<file path="config.mk">
export PLATFORM = sky130hd
export DESIGN_NAME = sdu_front_flat
export DESIGN_NICKNAME = d
export VERILOG_FILES = /design/src/rtl/assert_macros.svh /design/src/rtl/sdu_pkg.sv /design/src/rtl/sdu_req_if.sv /design/src/rtl/sdu_front.sv /design/src/flat_wrapper.sv
export SDC_FILE = /design/constraint.sdc
export NUM_CORES = 1
export LEC_CHECK = 0
export BUFFER_PORTS_ARGS = -buffer_cell sky130_fd_sc_hd__clkbuf_2
export CAP_MARGIN = 20
export CELL_PAD_IN_SITES_DETAIL_PLACEMENT = 0
export CELL_PAD_IN_SITES_GLOBAL_PLACEMENT = 1
export CORE_ASPECT_RATIO = 0.5
export CORE_MARGIN = 2
export CORE_UTILIZATION = 41
export CTS_CLUSTER_DIAMETER = 200
export DETAILED_ROUTE_END_ITERATION = 8
export PLACE_DENSITY = 0.84
export SLEW_MARGIN = 15
export SYNTH_ARGS = -nofsm -noshare
export SYNTH_HDL_FRONTEND = slang
export SYNTH_SLANG_ARGS = --single-unit
export TNS_END_PERCENT = 5
</file>
<file path="constraint.sdc">
create_clock -name clock -period 3.6 [get_ports clock]
set_input_delay 0.18 -clock clock [delete_from_list [all_inputs] [get_ports clock]]
set_output_delay 0.18 -clock clock [all_outputs]
set_load 0.05 [all_outputs]
</file>
<file path="src/rtl/assert_macros.svh">
// Assertion macros shared by the RTL of the scanline delta unfilter.
// Needs nothing else; files that check their logic include it.
`ifndef ASSERT_MACROS_SVH
`define ASSERT_MACROS_SVH

// Implication in the same cycle, off while reset is high.
`define SDU_ASSERT_HOLDS(label, clk, rst, ante, cons) \
   label: assert property (@(posedge clk) disable iff (rst) (ante) |-> (cons)) \
      else $error("assertion failed: label");

// Implication into the next cycle, also checked while reset is high.
`define SDU_ASSERT_NEXT(label, clk, ante, cons) \
   label: assert property (@(posedge clk) (ante) |=> (cons)) \
      else $error("assertion failed: label");

`endif

</file>
<file path="src/rtl/sdu_pkg.sv">
// Types and constants shared by the scanline delta unfilter modules.
// No dependencies.
package sdu_pkg;

   // line control codes
   localparam logic [7:0] CTL_RAW    = 8'd0;
   localparam logic [7:0] CTL_PLAIN  = 8'd1;
   localparam logic [7:0] CTL_HDELTA = 8'd2;
   localparam logic [7:0] CTL_VDELTA = 8'd3;

   // configuration register indexes
   localparam int CSR_IDX_W = 1;
   localparam logic [CSR_IDX_W-1:0] REG_LINE_LENGTH = 1'b0;
   localparam logic [CSR_IDX_W-1:0] REG_LINE_COUNT  = 1'b1;
   localparam int CSR_DATA_W = 16;
   localparam int LEN_W      = 14;
   localparam int CNT_W      = 16;

   // front-to-back queue
   localparam int QDEPTH = 4;
   localparam int QAW    = $clog2(QDEPTH);

   typedef enum logic [1:0] {
      OP_PASS,
      OP_HDELTA,
      OP_VDELTA,
      OP_BAD
   } op_type;

   // one classified item, column travels beside it
   typedef struct packed {
      op_type     op;
      logic [7:0] data_byte;
      logic       col_zero;
      logic       first_line;
      logic       eol;
      logic       eoi;
   } item_type;

endpackage

</file>
<file path="src/rtl/sdu_req_if.sv">
// Input channel of the scanline delta unfilter: control code and data byte.
// No dependencies.
interface sdu_req_if;
   logic       valid;
   logic       ready;
   logic [7:0] control;
   logic [7:0] data_byte;

   modport source (output valid, output control, output data_byte, input ready);
   modport sink   (input valid, input control, input data_byte, output ready);
endinterface

</file>
<file path="src/rtl/sdu_front.sv">
// Front end: configuration registers, column/row tracking, code classification.
// Depends on sdu_pkg and sdu_req_if.
module sdu_front
   import sdu_pkg::*;
#(
   parameter int MAX_LINE = 8192,
   parameter int AW       = $clog2(MAX_LINE),
   parameter int LW       = 14
) (
   input  logic                  clock,
   input  logic                  reset,
   sdu_req_if.sink               req_chan,
   input  logic                  csr_write_enable,
   input  logic [CSR_IDX_W-1:0]  csr_index,
   input  logic [CSR_DATA_W-1:0] csr_write_data,
   output logic                  push_valid,
   input  logic                  push_ready,
   output item_type              push_item,
   output logic [AW-1:0]         push_col
);

   logic [LEN_W-1:0] line_length_ff, line_length_in;
   logic [CNT_W-1:0] line_count_ff, line_count_in;
   logic [AW-1:0]    column_ff, column_in;
   logic [CNT_W-1:0] row_ff, row_in;
   logic             first_line_ff, first_line_in;

   logic [LW-1:0]    len_ext;
   logic [LW-1:0]    len_eff;
   logic [LW-1:0]    col_next;
   logic [CNT_W:0]   row_next;
   logic [CNT_W:0]   count_eff;
   logic             eol;
   logic             eoi;
   logic             accept;
   op_type           op;

   assign accept         = req_chan.valid & push_ready;
   assign req_chan.ready = push_ready;

   // configuration writes
   always_comb begin
      line_length_in = line_length_ff;
      line_count_in  = line_count_ff;
      if (csr_write_enable) begin
         unique case (csr_index)
            REG_LINE_LENGTH: line_length_in = csr_write_data[LEN_W-1:0];
            REG_LINE_COUNT:  line_count_in  = csr_write_data[CNT_W-1:0];
         endcase
      end
   end

   // effective length and count, with out-of-range values clamped
   always_comb begin
      len_ext = LW'(line_length_ff);
      priority if (len_ext == '0) begin
         len_eff = LW'(1);
      end else if (len_ext > LW'(MAX_LINE)) begin
         len_eff = LW'(MAX_LINE);
      end else begin
         len_eff = len_ext;
      end
      count_eff = (line_count_ff == '0) ? (CNT_W+1)'(1) : {1'b0, line_count_ff};
   end

   assign col_next = LW'(column_ff) + LW'(1);
   assign row_next = {1'b0, row_ff} + (CNT_W+1)'(1);
   assign eol      = (col_next >= len_eff);
   assign eoi      = eol & (row_next >= count_eff);

   always_comb begin
      unique case (req_chan.control)
         CTL_RAW, CTL_PLAIN: op = OP_PASS;
         CTL_HDELTA:         op = OP_HDELTA;
         CTL_VDELTA:         op = OP_VDELTA;
         default:            op = OP_BAD;
      endcase
   end

   assign push_valid           = req_chan.valid;
   assign push_col             = column_ff;
   assign push_item.op         = op;
   assign push_item.data_byte  = req_chan.data_byte;
   assign push_item.col_zero   = (column_ff == '0);
   assign push_item.first_line = first_line_ff;
   assign push_item.eol        = eol;
   assign push_item.eoi        = eoi;

   // position update per accepted item
   always_comb begin
      column_in     = column_ff;
      row_in        = row_ff;
      first_line_in = first_line_ff;
      if (accept) begin
         if (eol) begin
            column_in = '0;
            if (eoi) begin
               row_in        = '0;
               first_line_in = 1'b1;
            end else begin
               row_in        = row_next[CNT_W-1:0];
               first_line_in = 1'b0;
            end
         end else begin
            column_in = col_next[AW-1:0];
         end
      end
   end

   always_ff @(posedge clock) begin
      if (reset) begin
         line_length_ff <= LEN_W'(1);
         line_count_ff  <= CNT_W'(1);
         column_ff      <= '0;
         row_ff         <= '0;
         first_line_ff  <= 1'b1;
      end else begin
         line_length_ff <= line_length_in;
         line_count_ff  <= line_count_in;
         column_ff      <= column_in;
         row_ff         <= row_in;
         first_line_ff  <= first_line_in;
      end
   end

endmodule

</file>
<file path="src/flat_wrapper.sv">
// flat-port wrapper written by rule: the top's interface ports become plain ports
module sdu_front_flat import sdu_pkg::*;
#(
   parameter int MAX_LINE = 8192,
   parameter int AW       = $clog2(MAX_LINE),
   parameter int LW       = 14
)
  (clock, reset, csr_write_enable, csr_index, csr_write_data, push_valid, push_ready, push_item, push_col, req_chan_valid, req_chan_control, req_chan_data_byte, req_chan_ready);
  sdu_req_if req_chan_i ();
  input  logic clock;
  input  logic reset;
  input  logic csr_write_enable;
  input  logic [CSR_IDX_W-1:0] csr_index;
  input  logic [CSR_DATA_W-1:0] csr_write_data;
  output logic push_valid;
  input  logic push_ready;
  output item_type push_item;
  output logic [AW-1:0] push_col;
  input wire logic [$bits(req_chan_i.valid)-1:0] req_chan_valid;
  input wire logic [$bits(req_chan_i.control)-1:0] req_chan_control;
  input wire logic [$bits(req_chan_i.data_byte)-1:0] req_chan_data_byte;
  output wire logic [$bits(req_chan_i.ready)-1:0] req_chan_ready;
  assign req_chan_i.valid = req_chan_valid;
  assign req_chan_i.control = req_chan_control;
  assign req_chan_i.data_byte = req_chan_data_byte;
  assign req_chan_ready = req_chan_i.ready;
  sdu_front #(.MAX_LINE(MAX_LINE), .AW(AW), .LW(LW)) u_core (.clock(clock), .reset(reset), .req_chan(req_chan_i), .csr_write_enable(csr_write_enable), .csr_index(csr_index), .csr_write_data(csr_write_data), .push_valid(push_valid), .push_ready(push_ready), .push_item(push_item), .push_col(push_col));
endmodule
</file>
# == Yosys cells after proc, flatten, opt, wreduce, memory -nomap -nowiden ==
# Cells that the tools add are included.
# word_totals
reg_bits,60
input_bits,38
out_inout_bits,29
# op_classes
n_addsub,2
n_lt_le_gt_ge,3
n_eq_ne,3
muxes,7
bitwise,3
n_reduce_logical,8
# ops
op,count
two-way mux 16 bit,2
two-way mux 14 bit,2
"adder 16 x 1 -> 17 bit, second input constant",1
>= comparator 17 bit,1
"== test 8 x 2 -> 1 bit, second input constant",2
logical NOT 16 bit,1
"adder 13 x 1 -> 14 bit, second input constant",1
>= comparator 14 bit,1
"> comparator 14 bit, second input constant",1
logical NOT 14 bit,1
logical NOT 13 bit,1
two-way mux 13 bit,1
"== test 8 x 1 -> 1 bit, second input constant",1
logical NOT 8 bit,1
one-hot mux 2 bit (3 select lines),1
AND reduction 2 bit,3
AND 1 bit,2
OR reduction 2 bit,1
two-way mux 1 bit,1
NOT 1 bit,1

# == Depth between registers and ports, before layout ==
# depth
word_depth,6
mapped_depth,15

# == Worst setup path before layout ==
# No wires, ideal clock.
# synth_path
kind,reg-to-output
startpoint,"reg u_core.column_ff[2], in the netlist u_core.push_col[2]"
endpoint,out push_item[0] (netlist name)
t_arrival_ns,3.034
required_ns,3.420
path_slack_ns,0.386
path_stages_with_launch,15
n_path_buf,4
cell_sequence,dfxtp_1 buf_2 and3_1 and3_1 buf_2 nand3_1 xnor2_1 ha_1 a211o_1 a21oi_2 o211ai_2 o22ai_1 buf_2 a21oi_1 buf_4
# synth_via
elab_chain_len,3
# synth_lines
item,line,source
"start, declared",sdu_front.sv:24,"logic [AW-1:0] column_ff, column_in;"
"start signal, assigned",sdu_front.sv:120,column_ff <= column_in;
adder 13 x 1 -> 14 bit,sdu_front.sv:66,assign col_next = LW'(column_ff) + LW'(1);
>= comparator 14 bit,sdu_front.sv:68,assign eol = (col_next >= len_eff);
AND 1 bit,sdu_front.sv:69,assign eoi = eol & (row_next >= count_eff);
"end, declared",flat_wrapper.sv:17,output item_type push_item;
# No other way between the ends.

==> out/results.ini <==
[global_routing]
grt_pass1_wl_microns = 16000
overflow = 0
grt_antenna_before_repair = 0
grt_max_degree = 33
grt_pass1_vias = 3179
track_usage_pct = 19.3

[route]
drc_errors = 0
first_pass_iters = 5
wl_per_cell_microns = 14.3
final_antenna_net_count = 0
routed_via_density = 5.32
dr_wl_met2_microns = 4300
dr_total_vias = 3699
drt-met1-wl_microns = 5080
drt-initial-drc-count = 262
top_layer = met4
wirelength_microns = 9910
wl_met3_microns = 391

[yosys]
ys.flop_type = dfxtp_1
synth_top_area_share_pct = 29.9
netlist_area_sq_um = 4020
synth_seq_cells = 60
syn_nets = 605
synthTopCellsByArea = dfxtp_1, nand2_1, ha_1
synth_warnings = 0
yosys.area.top_type = dfxtp_1
synth_edf_count = 0
seq_area_frac_synth_pct = 29.9
avgSynthCellArea_sq_um = 7.52
synthCells = 534
synth.distinct_cells = 48
synthArstFlopShare_pct = 0

[cells_and_area]
area_delta_synth_final_pct = 14.8
drive_gt1_share_pct = 17.7
layout_commonest_cell = nand2_1
layout_common_cells = nand2_1, dfxtp_1, a21oi_1, clkbuf_2, ha_1
n_antenna_cell = 0
nets = 626
stdcell_count = 695
fill_cells = 930
fin_area_sq_um = 4610

[sta]
tightest_slew_ns = 0.863
max_freq_mhz = 300
drv_slew = 0
min_period_ns = 3.34
setup_violations = 0
fin_skew_ns = 0.00653
hold_viol_final = 0
fin_crit_sh_pct = 92.7
timing.final.ws_setup_ns = 0.262
slew_headroom_pct = 42.3

[worst_setup_path]
startpoint = u_core.push_col[4]
r2r_start = u_core.row_ff[0]
critical_path_arrival_ns = 3.16
worstSetupStartpointType = flop
worstPathMaxFanout = 20
crit_path_cell_trace = and3_1 -> and3_2 -> nand3_1 -> xnor2_2 -> ha_1 -> a211o_1 -> a21oi_2 -> o211ai_2 -> o22ai_1 -> buf_6 -> a21oi_1 -> clkbuf_4
crit_required_ns = 3.42
crit_type = reg -> out
critical-path-max-stage-delay_ns = 0.41
end_kind = primary output
crit_path_top_delay_cell = dfxtp_1

[placement]
dp.cells = 679
dp_hpwl_microns = 7210
place_area_sq_um = 4240
io_buffer_count = 50
preCtsSetupSlack_ns = 0.386
place.gp.congestion = 0.815

[clocking]
cts_hold_buf = 0
cts_buffers = 9
root_buffer = clkbuf_16
cts_tree = yes
clk_pin_slew_worst_paths_ns = 0.06
clk_latency_ns = 0.34
ctsHtreeMaxLevel = 3
clock_sinks = 60
cts_buffer_depth = 2

[die]
dieArea_sq_um = 10600
pin_count = 67
die_x_microns = 144
rows = 25
core_area_sq_um = 9480
initial_core_util_pct = 42.4
die_h_microns = 74.0

[power_and_ir_drop]
p_leak_uw = 0.00191
ir_drop_uv = 253
switching_share_pct = 27.4
combPwrFrac_pct = 15.4
p_switching_uw = 528
pwr-share-clk_pct = 48.2
p_int_uw = 1400
seqPwrFrac_pct = 36.4
p_per_area_nw_per_um2 = 419

[run]
cap_viol_max_count = 0

[hold_path]
hold_path.class = in -> reg
hold_start = csr_write_data[14]

[outcome]
status = finished clean

==> sequential cells by signal, indices dropped and copies added, names as in the netlist <==
name                  cells
u_core.line_count_ff     16
u_core.row_ff            16
u_core.len_ext           14
u_core.push_col          13
u_core.first_line_ff      1
==> layer usage <==
layer | GRT usage, % | vias up
met1 | 27.4 | 1701
met3 | 4.25 | 15
met5 | 0 | -
li1 | - | 1917
met4 | 7.63 | 0
met2 | 28.6 | 66
==> Yosys cell counts, drive strengths merged, types with 4 or more instances <==
| cell | n |
|---|---|
| nor3 | 9 |
| xor2 | 12 |
| nand4b | 4 |
| xnor2 | 13 |
| nor4 | 7 |
| o21ai | 5 |
| clkbuf | 19 |
| nand4 | 27 |
| buf | 28 |
| a31oi | 16 |
| nor2 | 26 |
| nand3b | 5 |
| and3 | 8 |
| dfxtp | 60 |
| nand3 | 32 |
| o211ai | 8 |
| nand2 | 116 |
| nor2b | 4 |
| a21oi | 50 |
| ha | 33 |
| and4 | 5 |
| inv | 24 |
==> final cells by class <==
cell class	count	area (sq um)	share of cell area, %
inverter	24	90.1	1.95
timing repair buffer	57	309	6.70
tap	135	169	3.66
multi-input combinational	403	2510	54.5
clock inverter	5	75.1	1.63
sequential	60	1210	26.3
clock buffer	11	243	5.27
==> what timing repair did <==
item,CTS,global route
buffers inserted,0,0
setup endpoints to repair,0,2
gates resized for setup,0,20
==> worst max-delay path, delay by kind of cell (launching register included) <==
kind	cells	cell delay, ns
flops	1	0.41
xor+xnor	1	0.19
buf+inv	2	0.43
fa+ha+maj	1	0.32
simple gates	3	0.62
compound gates	5	0.84
==> power groups by stage <==
stage | clock network [uW] | registers [uW] | logic, uW
global placement | 0 | 716 | 290
floorplan | 0 | 715 | 240
global route | 977 | 706 | 329
CTS | 947 | 702 | 291
detailed placement | 0 | 716 | 289
finish | 930 | 703 | 297
==> cell families (layout without fill, tap and decap cells) <==
kind of cell / Yosys count / count (layout) / share of synthesized area, %
adders and majority gates: 33 / 33 / 10.3
AOI/OAI and AO/OA: 92 / 92 / 14.2
buffers and inverters: 71 / 97 / 8.48
xor gates and xnor gates: 25 / 25 / 5.45
and+or+nand+nor: 253 / 253 / 31.7
DFF: 60 / 60 / 29.9
==> stage by stage <==
step	power [uW]	setup TNS, ns	hold slack [ns]	utilization (%)
2_1_floorplan	955	0	0.303	-
3_3_place_gp	1010	0	0.360	44.7
3_5_place_dp	1000	0	0.360	44.7
4_1_cts	1940	0	0.0675	48.1
5_1_grt	2010	-0.00248	0.0794	48.6
6_report	1930	0	0.0755	48.6
==> path summary, 6_finish.rpt <==
check                                           endpoint  slack (ns)  cells after the start
worst max register to register          u_core.row_ff[0]        0.51                     12
worst max-delay path                        push_item[0]        0.26                     12
worst min register to register         u_core.len_ext[3]        0.47                      2
worst min-delay path            u_core.line_count_ff[14]        0.08                      3
(Power assumes the default switching activity.)
