==> src/rtl/assert_macros.svh <==
// Assertion macros shared by the RTL of the scanline delta unfilter.
// Needs nothing else; files that check their logic include it.
`ifndef ASSERT_MACROS_SVH
`define ASSERT_MACROS_SVH

// Implication in the same cycle, off while reset is high.
`define SDU_ASSERT_HOLDS(label, clk, rst, ante, cons) \
   label: assert property (@(posedge clk) disable iff (rst) (ante) |-> (cons)) \
      else $error("assertion failed: label");

// Implication into the next cycle, also checked while reset is high.
`define SDU_ASSERT_NEXT(label, clk, ante, cons) \
   label: assert property (@(posedge clk) (ante) |=> (cons)) \
      else $error("assertion failed: label");

`endif

==> src/rtl/sdu_pkg.sv <==
// Types and constants shared by the scanline delta unfilter modules.
// No dependencies.
package sdu_pkg;

   // line control codes
   localparam logic [7:0] CTL_RAW    = 8'd0;
   localparam logic [7:0] CTL_PLAIN  = 8'd1;
   localparam logic [7:0] CTL_HDELTA = 8'd2;
   localparam logic [7:0] CTL_VDELTA = 8'd3;

   // configuration register indexes
   localparam int CSR_IDX_W = 1;
   localparam logic [CSR_IDX_W-1:0] REG_LINE_LENGTH = 1'b0;
   localparam logic [CSR_IDX_W-1:0] REG_LINE_COUNT  = 1'b1;
   localparam int CSR_DATA_W = 16;
   localparam int LEN_W      = 14;
   localparam int CNT_W      = 16;

   // front-to-back queue
   localparam int QDEPTH = 4;
   localparam int QAW    = $clog2(QDEPTH);

   typedef enum logic [1:0] {
      OP_PASS,
      OP_HDELTA,
      OP_VDELTA,
      OP_BAD
   } op_type;

   // one classified item, column travels beside it
   typedef struct packed {
      op_type     op;
      logic [7:0] data_byte;
      logic       col_zero;
      logic       first_line;
      logic       eol;
      logic       eoi;
   } item_type;

endpackage

==> src/rtl/sdu_queue.sv <==
// Short queue between front and back end: classified items and their columns.
// Depends on sdu_pkg.
module sdu_queue
   import sdu_pkg::*;
#(
   parameter int AW = 13
) (
   input  logic          clock,
   input  logic          reset,
   input  logic          push_valid,
   output logic          push_ready,
   input  item_type      push_item,
   input  logic [AW-1:0] push_col,
   output logic          pop_valid,
   input  logic          pop_ready,
   output item_type      pop_item,
   output logic [AW-1:0] pop_col
);

   item_type        item_ff [QDEPTH];
   logic [AW-1:0]   col_ff  [QDEPTH];
   logic [QAW-1:0]  wr_ptr_ff, wr_ptr_in;
   logic [QAW-1:0]  rd_ptr_ff, rd_ptr_in;
   logic [QAW:0]    count_ff, count_in;
   logic            push;
   logic            pop;

   assign push_ready = (count_ff != (QAW+1)'(QDEPTH));
   assign pop_valid  = (count_ff != '0);
   assign push       = push_valid & push_ready;
   assign pop        = pop_valid & pop_ready;
   assign pop_item   = item_ff[rd_ptr_ff];
   assign pop_col    = col_ff[rd_ptr_ff];

   always_comb begin
      wr_ptr_in = push ? wr_ptr_ff + QAW'(1) : wr_ptr_ff;
      rd_ptr_in = pop  ? rd_ptr_ff + QAW'(1) : rd_ptr_ff;
      count_in  = count_ff + (QAW+1)'(push) - (QAW+1)'(pop);
   end

   always_ff @(posedge clock) begin
      if (push) begin
         item_ff[wr_ptr_ff] <= push_item;
         col_ff[wr_ptr_ff]  <= push_col;
      end
   end

   always_ff @(posedge clock) begin
      if (reset) begin
         wr_ptr_ff <= '0;
         rd_ptr_ff <= '0;
         count_ff  <= '0;
      end else begin
         wr_ptr_ff <= wr_ptr_in;
         rd_ptr_ff <= rd_ptr_in;
         count_ff  <= count_in;
      end
   end

endmodule

==> config.mk <==
export PLATFORM = sky130hd
export DESIGN_NAME = sdu_queue
export DESIGN_NICKNAME = d
export VERILOG_FILES = /design/src/rtl/assert_macros.svh /design/src/rtl/sdu_pkg.sv /design/src/rtl/sdu_queue.sv
export SDC_FILE = /design/constraint.sdc
export NUM_CORES = 1
export LEC_CHECK = 0
export BUFFER_PORTS_ARGS = -buffer_cell sky130_fd_sc_hd__buf_2
export CORE_UTILIZATION = 40
export DETAILED_ROUTE_END_ITERATION = 8
export RECOVER_POWER = 100
export SLEW_MARGIN = 20
export SYNTH_ARGS = -nofsm -noshare
export SYNTH_HDL_FRONTEND = slang
export SYNTH_SLANG_ARGS = --single-unit
export TNS_END_PERCENT = 10
==> constraint.sdc <==
create_clock -name clock -period 6.35 [get_ports clock]
set_input_delay 0.635 -clock clock [delete_from_list [all_inputs] [get_ports clock]]
set_output_delay 0.635 -clock clock [all_outputs]
set_load 0.02 [all_outputs]
# Word-level counts from Yosys, hierarchy flattened
# Memory sizes are Yosys's and may differ from the RTL's. A register that Yosys moved wholly into a read port is not among the register bits.
# Index checks and enable logic that the tools add are counted.
# Widths: inputs -> output; s select.
word_totals:
  ff_bits: 7
  ram_bits: 108
  inputBits: 31
  out_inout_bits: 29
  elab_cells: 19
  memories: 2
op_classes:
  add_sub_neg: 4
  n_eq_ne: 1
  mux: 6
  n_bitwise: 2
  n_reduce_logical: 1
mem_list:
  columns: ["memory", "depth", "width", "rd", "rd_ports_with_merged_regs", "wr", "line", "rtl"]
  rows:
  - ["item_ff", 4, 14, 1, 1, 1, "sdu_queue.sv:20", "item_type item_ff [QDEPTH];"]
  - ["col_ff", 4, 13, 1, 1, 1, "sdu_queue.sv:21", "logic [AW-1:0] col_ff [QDEPTH];"]
op_table:
  columns: ["cell", "count"]
  rows:
  - ["$mux 2", 4]
  - ["$add 2x1->2 const B", 2]
  - ["$add 3x1->3", 1]
  - ["$ne 3x3->1 const B", 1]
  - ["$reduce_bool 3->1", 1]
  - ["$sub 3x1->3", 1]
  - ["$and 1x1->1", 2]
  - ["$mux 1", 2]

# Depth between registers and ports, before layout
# Gate-level depths: netlist of run 1.
depth:
  word_depth: 4
  ltp_mapped: 11
  ltp_nobuf: 11

# Worst setup path after synthesis of run 1
# No wires, ideal clock.
synth_timing:
  path_kind: "input-to-reg"
  start: "in push_valid"
  end: "reg count_ff[2]"
  setup_time_ps: 78
  arrival_ps: 2191
  required_time_ps: 6272
  setup_slack_ps: 4082
  stages: 10
  n_path_buf: 0
  path_cell_list: "a21boi_2 inv_1 ha_1 inv_1 ha_1 inv_1 fa_1 xor2_1 and2_1 nor3_1"
synth_between:
  elab_chain_len: 3
synth_rtl:
  columns: ["item", "line", "rtl"]
  rows:
  - ["start, declared", "sdu_queue.sv:10", "input logic push_valid,"]
  - ["$and 1x1->1", "sdu_queue.sv:30", "assign push = push_valid & push_ready;"]
  - ["$add 3x1->3", "sdu_queue.sv:38", "count_in = count_ff + (QAW+1)'(push) - (QAW+1)'(pop);"]
  - ["$sub 3x1->3", "sdu_queue.sv:38", null]
  - ["end signal, assigned", "sdu_queue.sv:56", "count_ff <= count_in;"]
  - ["end, declared", "sdu_queue.sv:24", "logic [QAW:0] count_ff, count_in;"]
# Every way passes these cells.
# A chain may end at the register's enable or synchronous reset.

==> metrics.md, run 1 <==
| Metric | Value |
|---|---|
| Clk_skew | `slightly below 10 ps` |
| Final max-slew violation count | `28` |
| Total grt overflow | `0` |
| RR Startpoint | `count_ff[1]` |
| Slowest stage delay, CP | `1540 ps` |
| WL per Instance | `approximately 18 um` |
| Peak Freq | `278 MHz` |
| TritonRoute pass-1 iters | `4` |
| Worst Hold End | `item_ff[1][10]` |
| Initial antenna violation count | `0` |
| Cell taking the most area after synthesis | `edfxtp_1` |
| Kind of cell adding the most delay to the critical path | `flip-flops` |
| Postcts setup bufs | `0` |
| Fin crit share | `roughly 57%` |
| Worst path buffer plus inverter count | `1` |
| Mapped Nets | `approximately 230` |
| I/O pin cnt | `60` |
| DR WL met3 | `366 um` |
| YS warnings | `0` |
| Initial Util | `between 40% and 50%` |
| EDFF count, synth | `roughly 110` |
| Area share of the leading cell type in the synthesized netlist | `between 70% and 80%` |
| Top FF cell, synth | `edfxtp_1` |
| Arr. time, crit path | `~3000 ps` |
| Largest net degree at the start of global routing | `28` |
| Worst Setup End Kind | `primary output` |
| Cell row count | `37` |
| Worst endpoint required time | `5710 ps` |
| Nets | `between 300 and 400` |
| Total length of routed wires | `between 7000 and 8000 um` |
| Flop2flop setup slack | `3050 ps` |
| Mapped Avg Cell Area | `23.2 um^2` |
| Worst-skew pair later-pin latency | `between 500 and 600 ps` |
| Final Hold Slack | `~380 ps` |
| Share of cells above drive strength 1 | `19.7%` |
| Reg2Reg Depth | `4` |
| Clk root buf | `clkbuf_8` |
| Die W | `107 um` |
| Distinct cell type count after synthesis | `25` |
| RSZ-0062 raised after global routing | `no` |
| Core area | `about 11000 um^2` |
| Hold buffer count at CTS | `0` |
| # diodes | `0` |
| Total power per unit cell area | `between 400 and 500 nW/um^2` |
| GRT Total Usage | `between 10% and 20%` |
| Antenna-violating nets left | `0` |
| Layout area overhead | `22.0%` |
| Async S/R FF share, synth | `0%` |
| Register bit count reported by yosys | `117` |
| Failing checks | `capacitance limit, slew limit` |
| Vias | `a little over 2000` |
| Die area | `11500 um^2` |
| DR iter-0 viols | `68` |
| Mapped Cells | `190` |
| Crit path launch type | `register` |
| # setup viols final | `0` |
| Global-route wire length before repair | `between 10000 and 15000 um` |
| Synth top area cells | `edfxtp_1, mux4_2, mux4_1` |
| Hold Crit Depth | `1` |
| Worst hold-check path type | `in2reg` |
| Mapped Area | `~4400 um^2` |
| DP HPWL | `4530 um` |
| PostCTS Resize Cnt | `0` |
| Slew @ Worst Pin | `between 1500 and 2000 ps` |
| Status | `finished with violations` |
| Worst-case clock buffer depth | `2` |
| H-tree depth | `4` |
| Inserted Clock Buffers | `17` |
| Die Y | `roughly 110 um` |
| Via/cell ratio | `between 4 and 5` |
| Rel. slew slack | `-20.7%` |
| Setup_tns | `0 ps` |
| Leak pwr | `roughly 1.8 nW` |
| Met1 wire length | `~3200 um` |
| Worst ir drop on vdd | `roughly 0.18 mV` |
| CTS clk-pin slew, worst paths | `around 50 ps` |
| Final hold violations | `0` |
| CTS tree | `done` |
| Clock sinks | `~120` |
| Hold path start | `push_item[10]` |
| GPL Wtd Cong | `slightly above 0.7` |
| IO buf count | `59` |
| WS Path Type | `reg2out` |
| Met2 wire length | `3760 um` |
| CP max FO | `27` |
| FF-to-FF End | `item_ff[1][7]` |
| Worst-path cell chain | `mux4_1 -> clkbuf_1` |
| Seq/Total Area, Yosys | `about 78%` |
| Commonest cells post-synth | `edfxtp_1, mux4_2, dfxtp_1` |
| Most common cell in the synthesized netlist | `edfxtp_1` |
| Fin crit period | `3600 ps` |
| CP max-delay cell | `dfxtp_1` |
| Max_cap viols | `1` |
| Vias in the first global route | `approximately 2200` |
| DRC viols | `0` |
| Top sig layer | `met4` |
-- area by class of cell --
| type | instances | area, um^2 |
|---|---|---|
| Multi-Input combinational cell | 61 | 897 |
| Tap cell | 136 | 170 |
| Clock inverter | 14 | 209 |
| Timing Repair Buffer | 64 | 249 |
| Sequential cell | 117 | 3420 |
| Fill cell | 870 | 5120 |
| Inverter | 5 | 18.8 |
| Clock buffer | 18 | 418 |
-- worst max-delay path by stage --
stage,from,to,slack (ps),cells past startpoint
6_report,register,pop_col[2],2750,2
5_1_grt,register,pop_col[2],2410,2
4_1_cts,register,pop_col[2],3280,2
3_5_place_dp,register,pop_col[2],3830,2
3_3_place_gp,register,pop_col[2],3820,2
2_1_floorplan,push_valid,count_ff[2],4080,10
-- through the flow --
| step | cell area [um^2] | utilization [%] | instances | worst slack, ps | power (mW) |
|---|---|---|---|---|---|
| 2_1_floorplan | 4410 | - | 190 | 4080 | 1.42 |
| 3_5_place_dp | 4850 | 46.1 | 383 | 3830 | 1.57 |
| 4_1_cts | 5470 | 52.1 | 415 | 3280 | 2.57 |
| 6_report | 5390 | 51.2 | 415 | 2750 | 2.51 |
| 5_1_grt | 5390 | 51.2 | 415 | 2410 | 2.63 |
| 3_3_place_gp | 4850 | 46.1 | 383 | 3820 | 1.56 |
-- cells by family (layout without fill, tap and decap cells) --
kind of cell | after synthesis | after routing | share of synthesized area (%)
buffers and inverters | 12 | 101 | 2.01
flip-flops | 117 | 117 | 77.6
adder cells (fa/ha/maj) | 7 | 7 | 2.15
XOR/XNOR | 3 | 3 | 0.596
multiplexers | 29 | 29 | 14.9
AO/OA/AOI/OAI | 3 | 3 | 0.652
AND/OR/NAND/NOR | 19 | 19 | 2.15
-- metal layers --
layer,GRT usage [%],vias to the layer above
met5,0,-
met4,7.93,0
met3,5.71,10
met1,17.3,1045
met2,23.0,49
li1,-,946
-- where the power goes --
group / switching, mW / total, mW / internal [mW]
Sequential: 0.0735 / 1.03 / 0.952
Combinational: 0.285 / 0.489 / 0.203
Clock: 0.320 / 0.993 / 0.673
Total: 0.679 / 2.51 / 1.83
-- cell usage in the layout, fill, tap and decap left out, drive strengths merged, types with 2 or more instances in the layout --
| master | instances |
|---|---|
| clkinv | 7 |
| and2 | 5 |
| buf | 5 |
| clkinvlp | 2 |
| clkbuf | 77 |
| nor2 | 8 |
| ha | 6 |
| nand2b | 2 |
| xor2 | 2 |
| dfxtp | 9 |
| mux4 | 27 |
| bufinv | 5 |
| inv | 5 |
| edfxtp | 108 |
-- state kept, by name, indices dropped and copies added (netlist names), named ones only --
name,flops
col_ff,52
wr_ptr_ff,2
rd_ptr_ff,2
item_ff,56
count_ff,3
(Power assumes the default switching activity.)
==> run 2, diff against run 1 <==
==> constraint.sdc (replaced) <==
create_clock -name clock -period 2.91 [get_ports clock]
set_input_delay 0.291 -clock clock [delete_from_list [all_inputs] [get_ports clock]]
set_output_delay 0.291 -clock clock [all_outputs]
set_load 0.02 [all_outputs]
==> run 2 against run 1 <==
Against the previous run: the flow now finishes without violations; cell count is 7.0% higher; combinational power is 150% higher; sequential share of layout area is 3.1 points lower; sequential power is 110% higher; register-to-register slack worse by 2500 ps; largest cell class unchanged; largest power group unchanged; highest routed layer unchanged.
==> metrics.md, run 2 (synthesized netlist as in run 1, its figures left out) <==
| Metric | Value |
|---|---|
| Status | `finished clean` |
| Placed Area | `4860 um^2 (+0.31%)` |
| PostCTS Resize Cnt | `0 (unchanged)` |
| Rel. slew slack | `43.7% (+64 points)` |
| Total length of routed wires | `7470 um (+0.82%)` |
| Layout area overhead | `28.4%` |
| DRC viols | `0 (unchanged)` |
| Worst hold-check path type | `in2reg` |
| DR iter-0 viols | `111 (+63%)` |
| Global-route wire length before repair | `11900 um (+2.7%)` |
| Worst ir drop on vdd | `0.391 mV (+120%)` |
| Setup_tns | `0 ps (unchanged)` |
| Vias | `2145 (+4.6%)` |
| Postcts setup bufs | `0 (unchanged)` |
| Clock sinks | `117 (unchanged)` |
| Worst Setup End Kind | `primary output` |
| Total power per unit cell area | `967 nW/um^2 (+110%)` |
| # diodes | `0 (unchanged)` |
| RR Startpoint | `count_ff[1]` |
| RSZ-0062 raised after global routing | `no` |
| Peak Freq | `406 MHz` |
| Non-Filler Instances | `444 (+7.0%)` |
| DP HPWL | `4330 um (-4.4%)` |
| Slew @ Worst Pin | `845 ps (-964 ps)` |
| Total grt overflow | `0 (unchanged)` |
| CTS clk-pin slew, worst paths | `60 ps (about the same)` |
| Core area | `10500 um^2 (unchanged)` |
| Leak pwr | `1.89 nW (+7.7%)` |
| Worst path buffer plus inverter count | `2 (+1)` |
| Largest net degree at the start of global routing | `28 (unchanged)` |
| Worst-case clock buffer depth | `2 (unchanged)` |
| Pwr Total | `5.48 mW (+120%)` |
| Commonest non-fill, non-tap cells in the layout | `edfxtp_1, clkbuf_1, dlygate4sd3_1` |
| Commonest non-fill, non-tap cell in the layout | `edfxtp_1` |
| H-tree depth | `4 (unchanged)` |
| Die area | `11500 um^2 (unchanged)` |
| Share of cells above drive strength 1 | `21.4% (+1.7 points)` |
| Hold path start | `reset` |
| CP max-delay cell | `mux4_1` |
| GRT Total Usage | `14.7% (+0.057 points)` |
| Via/cell ratio | `4.83 (-2.2%)` |
| Antenna-violating nets left | `0 (unchanged)` |
| Hold buffer count at CTS | `27 (+27)` |
| Vias in the first global route | `2210 (+0.68%)` |
| Slowest stage delay, CP | `680 ps (-860 ps)` |
| Final hold violations | `0 (unchanged)` |
| Worst-skew pair later-pin latency | `500 ps (about the same)` |
| Placed Cells incl. Taps | `385 (+0.52%)` |
| Worst-path cell chain | `clkbuf_2 -> mux4_1 -> clkbuf_1` |
| Initial Util | `42.0% (unchanged)` |
| GPL Wtd Cong | `0.685 (-2.9%)` |
| Max reg flops | `56 (unchanged)` |
| Initial antenna violation count | `0 (unchanged)` |
| Layout Cell Area excl Fill | `5670 um^2 (+5.3%)` |
| CTS tree | `done` |
| Die W | `107 um (unchanged)` |
| Kind of cell adding the most delay to the critical path | `multiplexers` |
| Die Y | `107 um (unchanged)` |
| I/O pin cnt | `60 (unchanged)` |
| CP max FO | `15 (-44%)` |
| # setup viols final | `0 (unchanged)` |
| Fin crit period | `approximately 2500 ps` |
| Clk_skew | `4.40 ps (-5.52 ps)` |
| WL per Instance | `16.8 um (-5.8%)` |
| Largest Register | `item_ff` |
| Crit path launch type | `register` |
| Clk root buf | `clkbuf_8` |
| TritonRoute pass-1 iters | `4 (unchanged)` |
| Worst endpoint required time | `2620 ps (-3090 ps)` |
| Top Registers | `item_ff: 56 flops, col_ff: 52 flops, count_ff: 3 flops` |
| Nets | `333 (+9.5%)` |
| Fin crit share | `roughly 85%` |
| Final max-slew violation count | `0 (-100%)` |
| Arr. time, crit path | `2170 ps (-790 ps)` |
| Inserted Clock Buffers | `17 (unchanged)` |
| IO buf count | `59 (unchanged)` |
| Cell row count | `37 (unchanged)` |
| Max_cap viols | `0 (-1)` |
| WS Path Type | `reg2out` |
[run 2: changes by cell type in the layout (fill, tap and decap cells not counted), moves of 3 or more]
cell,before,now
clkbuf_1,60,54
inv_6,0,3
dlygate4sd3_1,0,27
clkbuf_2,0,6
and2_1,0,3
and2_0,5,2
[run 2: final timing paths]
| path | end | slack [ps] | cells after the start |
|---|---|---|---|
| worst max-delay path | pop_col[2] | 450 | 3 |
| worst min-delay path | count_ff[1] | 80 | 2 |
| worst max register to register | count_ff[2] | 580 | 11 |
| worst min register to register | wr_ptr_ff[1] | 520 | 2 |
[run 2: power by group]
group / leakage (nW) / internal (mW) / switching [mW]
Sequential: 1.06 / 2.08 / 0.0768
Combinational: 0.532 / 0.478 / 0.725
Clock: 0.293 / 1.40 / 0.728
[run 2: cell type report]
cell class                 count  area [um^2]
clock inverter                15          204
sequential                   117         3420
clock buffer                  17          414
inverter                       5         18.8
tap                          136          170
fill                         848         4840
multi-input combinational     61          901
timing repair buffer          93          536
[run 2: through the flow]
step	hold WS, ps	setup slack (ps)	utilization, %
2_1_floorplan	390	778	-
6_report	75.3	446	53.9
3_5_place_dp	506	557	46.3
3_3_place_gp	504	637	46.3
4_1_cts	51.4	549	54.7
5_1_grt	69.9	307	53.9
[run 2: layer usage]
layer / up-vias / wire length [um] / GRT usage [%]
met1: 1093 / 3280 / 18.8
met3: 6 / 312 / 4.98
met5: - / 0 / 0
met4: 0 / 70 / 7.05
li1: 996 / - / -
met2: 50 / 3810 / 22.5
[run 2: worst reg2reg max path: stages (launching register included)]
cell      delay, ps
dfxtp_1         450
nor2_1          110
a21boi_2        290
inv_1            80
ha_1            290
inv_1            50
ha_1            130
inv_1            50
fa_1            370
xor2_1          170
and2_0          160
nor3_1          110
==> run 3, diff against run 2 <==
==> constraint.sdc (replaced) <==
create_clock -name clock -period 2 [get_ports clock]
set_input_delay 0.2 -clock clock [delete_from_list [all_inputs] [get_ports clock]]
set_output_delay 0.2 -clock clock [all_outputs]
set_load 0.02 [all_outputs]
==> run 3 against run 2 <==
Against the previous run: the flow now finishes with violations (setup timing); critical path depth grew 6; cell area grew 4.9%; clock skew grew 5.1 ps; worst hold slack gained 80 ps; power grew 56%; die area is the same; non-clock buffer count grew 13; via count grew 3.8%; core utilization grew 2.7 points; register-to-register slack lost 610 ps; routed wire length grew 2.9%; critical path type is now reg2reg; largest cell class unchanged.
==> metrics.md, run 3 (synthesized netlist as in run 1, its figures left out) <==
| Metric | Value |
|---|---|
| Final hold violations | `0 (unchanged)` |
| Largest Register | `item_ff` |
| Cell row count | `37 (unchanged)` |
| # setup viols final | `9 (+9)` |
| Leak pwr | `2.06 nW (+9.4%)` |
| GPL Wtd Cong | `0.678 (-1.1%)` |
| Met2 wire length | `3880 um (+1.8%)` |
| Initial antenna violation count | `0 (unchanged)` |
| I/O pin cnt | `60 (unchanged)` |
| Clock sinks | `117 (unchanged)` |
| Commonest non-fill, non-tap cells in the layout | `edfxtp_1, clkbuf_1, dlygate4sd3_1` |
| Capture point of the critical path | `count_ff[2]` |
| Vias | `2226 (+3.8%)` |
| Vias in the first global route | `2456 (+11%)` |
| Final max-slew violation count | `0 (unchanged)` |
| Top sig layer | `met4` |
| Via/cell ratio | `4.87 (+0.82%)` |
| WL per Instance | `16.8 um (about the same)` |
| Clk root buf | `clkbuf_8` |
| Met1 wire length | `3360 um (+2.6%)` |
| Worst Setup End Kind | `register` |
| Area of the multi-input gates | `898 um^2 (-0.28%)` |
| Initial Util | `42.0% (unchanged)` |
| Kind of cell adding the most delay to the critical path | `adder cells` |
| Worst path buffer plus inverter count | `2 (unchanged)` |
| Flop2flop setup slack | `-30 ps (-610 ps)` |
| Nets | `346 (+3.9%)` |
| Die Y | `107 um (unchanged)` |
| Total length of routed wires | `7690 um (+2.9%)` |
| RR Startpoint | `count_ff[0]` |
| Arr. time, crit path | `2430 ps (+260 ps)` |
| Total power per unit cell area | `1430 nW/um^2 (+48%)` |
| Max_cap viols | `0 (unchanged)` |
| CP Depth | `9 (+6)` |
| CP max-delay cell | `dfxtp_4` |
| Worst-path cell chain | `o31a_1 -> ha_1 -> inv_1 -> ha_1 -> inv_1 -> fa_2 -> xor2_1 -> and2_1 -> nor3_2` |
| Total grt overflow | `0 (unchanged)` |
| Layout area overhead | `34.8%` |
| Peak Freq | `492 MHz` |
| Hold path start | `pop_ready` |
| CTS tree | `done` |
| Share of cells above drive strength 1 | `35.5% (+14 points)` |
| DR iter-0 viols | `94 (-15%)` |
| Worst hold-check path type | `in2reg` |
| Die W | `107 um (unchanged)` |
| Storage cell area | `3430 um^2 (+0.29%)` |
| Layout Cell Area excl Fill | `5950 um^2 (+4.9%)` |
| Slowest stage delay, CP | `350 ps (-330 ps)` |
| # diodes | `0 (unchanged)` |
| TritonRoute pass-1 iters | `4 (unchanged)` |
| RSZ-0062 raised after global routing | `yes` |
| DRC viols | `0 (unchanged)` |
| Layout fillers | `820 (-3.3%)` |
| Inserted Clock Buffers | `17 (unchanged)` |
| FF-to-FF End | `count_ff[2]` |
| WS Path Type | `reg2reg` |
| Final Hold Slack | `155 ps (+80.0 ps)` |
| GRT Total Usage | `15.4% (+0.69 points)` |
| Fin crit share | `102%` |
| Commonest non-fill, non-tap cell in the layout | `edfxtp_1` |
| Max reg flops | `56 (unchanged)` |
| Largest net degree at the start of global routing | `28 (unchanged)` |
| Worst ir drop on vdd | `0.756 mV (+93%)` |
| CTS clk-pin slew, worst paths | `60 ps (about the same)` |
| Antenna-violating nets left | `0 (unchanged)` |
| Fin crit period | `roughly 2000 ps` |
| DP HPWL | `4380 um (+1.1%)` |
| Top Registers | `item_ff: 56 flops, col_ff: 52 flops, count_ff: 3 flops` |
| Reg2Reg Depth | `9 (-2)` |
| Worst endpoint required time | `2400 ps (-220 ps)` |
| Clk_skew | `9.52 ps (+5.13 ps)` |
| CP max FO | `5 (-10)` |
| Setup_tns | `-163 ps (-163 ps)` |
| Crit path launch type | `register` |
| Origin of the worst setup path | `count_ff[0]` |
| Slew @ Worst Pin | `416 ps (-429 ps)` |
| Die area | `11500 um^2 (unchanged)` |
| Worst-skew pair later-pin latency | `510 ps (about the same)` |
| IO buf count | `59 (unchanged)` |
| Placed Area | `4970 um^2 (+2.3%)` |
| DR WL met3 | `305 um (-2.2%)` |
| Rel. slew slack | `71.9% (+28 points)` |
| Global-route wire length before repair | `12500 um (+5.4%)` |
| Status | `finished with violations` |
| Core area | `10500 um^2 (unchanged)` |
| Setup WS post-layout | `-30.9 ps (-477 ps)` |
| Worst-case clock buffer depth | `2 (unchanged)` |
| H-tree depth | `4 (unchanged)` |
| Failing checks | `setup timing` |
[run 3: routing by layer]
layer,vias up,global-route usage (%)
met1,1139,18.6
met3,14,4.62
li1,1017,-
met5,-,0
met2,56,25.2
met4,0,7.34
[run 3: area by class of cell]
class	count	share of cell area (%)
sequential	117	57.7
multi-input combinational	61	15.1
timing repair buffer	106	13.4
clock buffer	23	7.68
clock inverter	9	2.94
tap	136	2.86
inverter	5	0.316
[run 3: how the worst min path moves through the flow]
stage                                to  slack, ps  cells after the start
after floorplan            col_ff[0][0]        300                      0
after detailed placement   col_ff[0][4]        420                      1
after global routing       rd_ptr_ff[1]        210                      4
after global placement    item_ff[3][6]        410                      1
after CTS                  rd_ptr_ff[1]        140                      4
final                      rd_ptr_ff[1]        160                      4
[run 3: stage by stage]
| step | instances | utilization (%) | total power, mW | setup slack [ps] |
|---|---|---|---|---|
| floorplan | 190 | - | 4.52 | 0.639 |
| global placement | 390 | 47.3 | 5.13 | 37.8 |
| detailed placement | 390 | 47.3 | 5.17 | -41.9 |
| CTS | 455 | 56.8 | 8.64 | -79.6 |
| global route | 457 | 56.6 | 8.91 | -117 |
| finish | 457 | 56.6 | 8.53 | -30.9 |
[run 3: repair_timing]
action                                  4_1_cts  5_1_grt
buffers inserted                              4        3
endpoints found under the setup margin       27       27
hold buffers                                 28        0
resized for setup                            13        6
gates cloned                                  1        0
endpoints found under the hold margin       115        0
pin swaps                                     1        3
[run 3: worst reg2reg max path, cell delays in order, from the launching register on]
cell	delay, ps
dfxtp_4	350
o31a_1	310
ha_1	290
inv_1	60
ha_1	130
inv_1	50
fa_2	330
xor2_1	190
and2_1	160
nor3_2	40
[run 3: report_power, final]
part           internal [mW]  leakage [nW]  switching, mW
logic                   1.06         0.698           1.10
clock network           2.21         0.302          0.992
registers               3.03          1.06          0.135
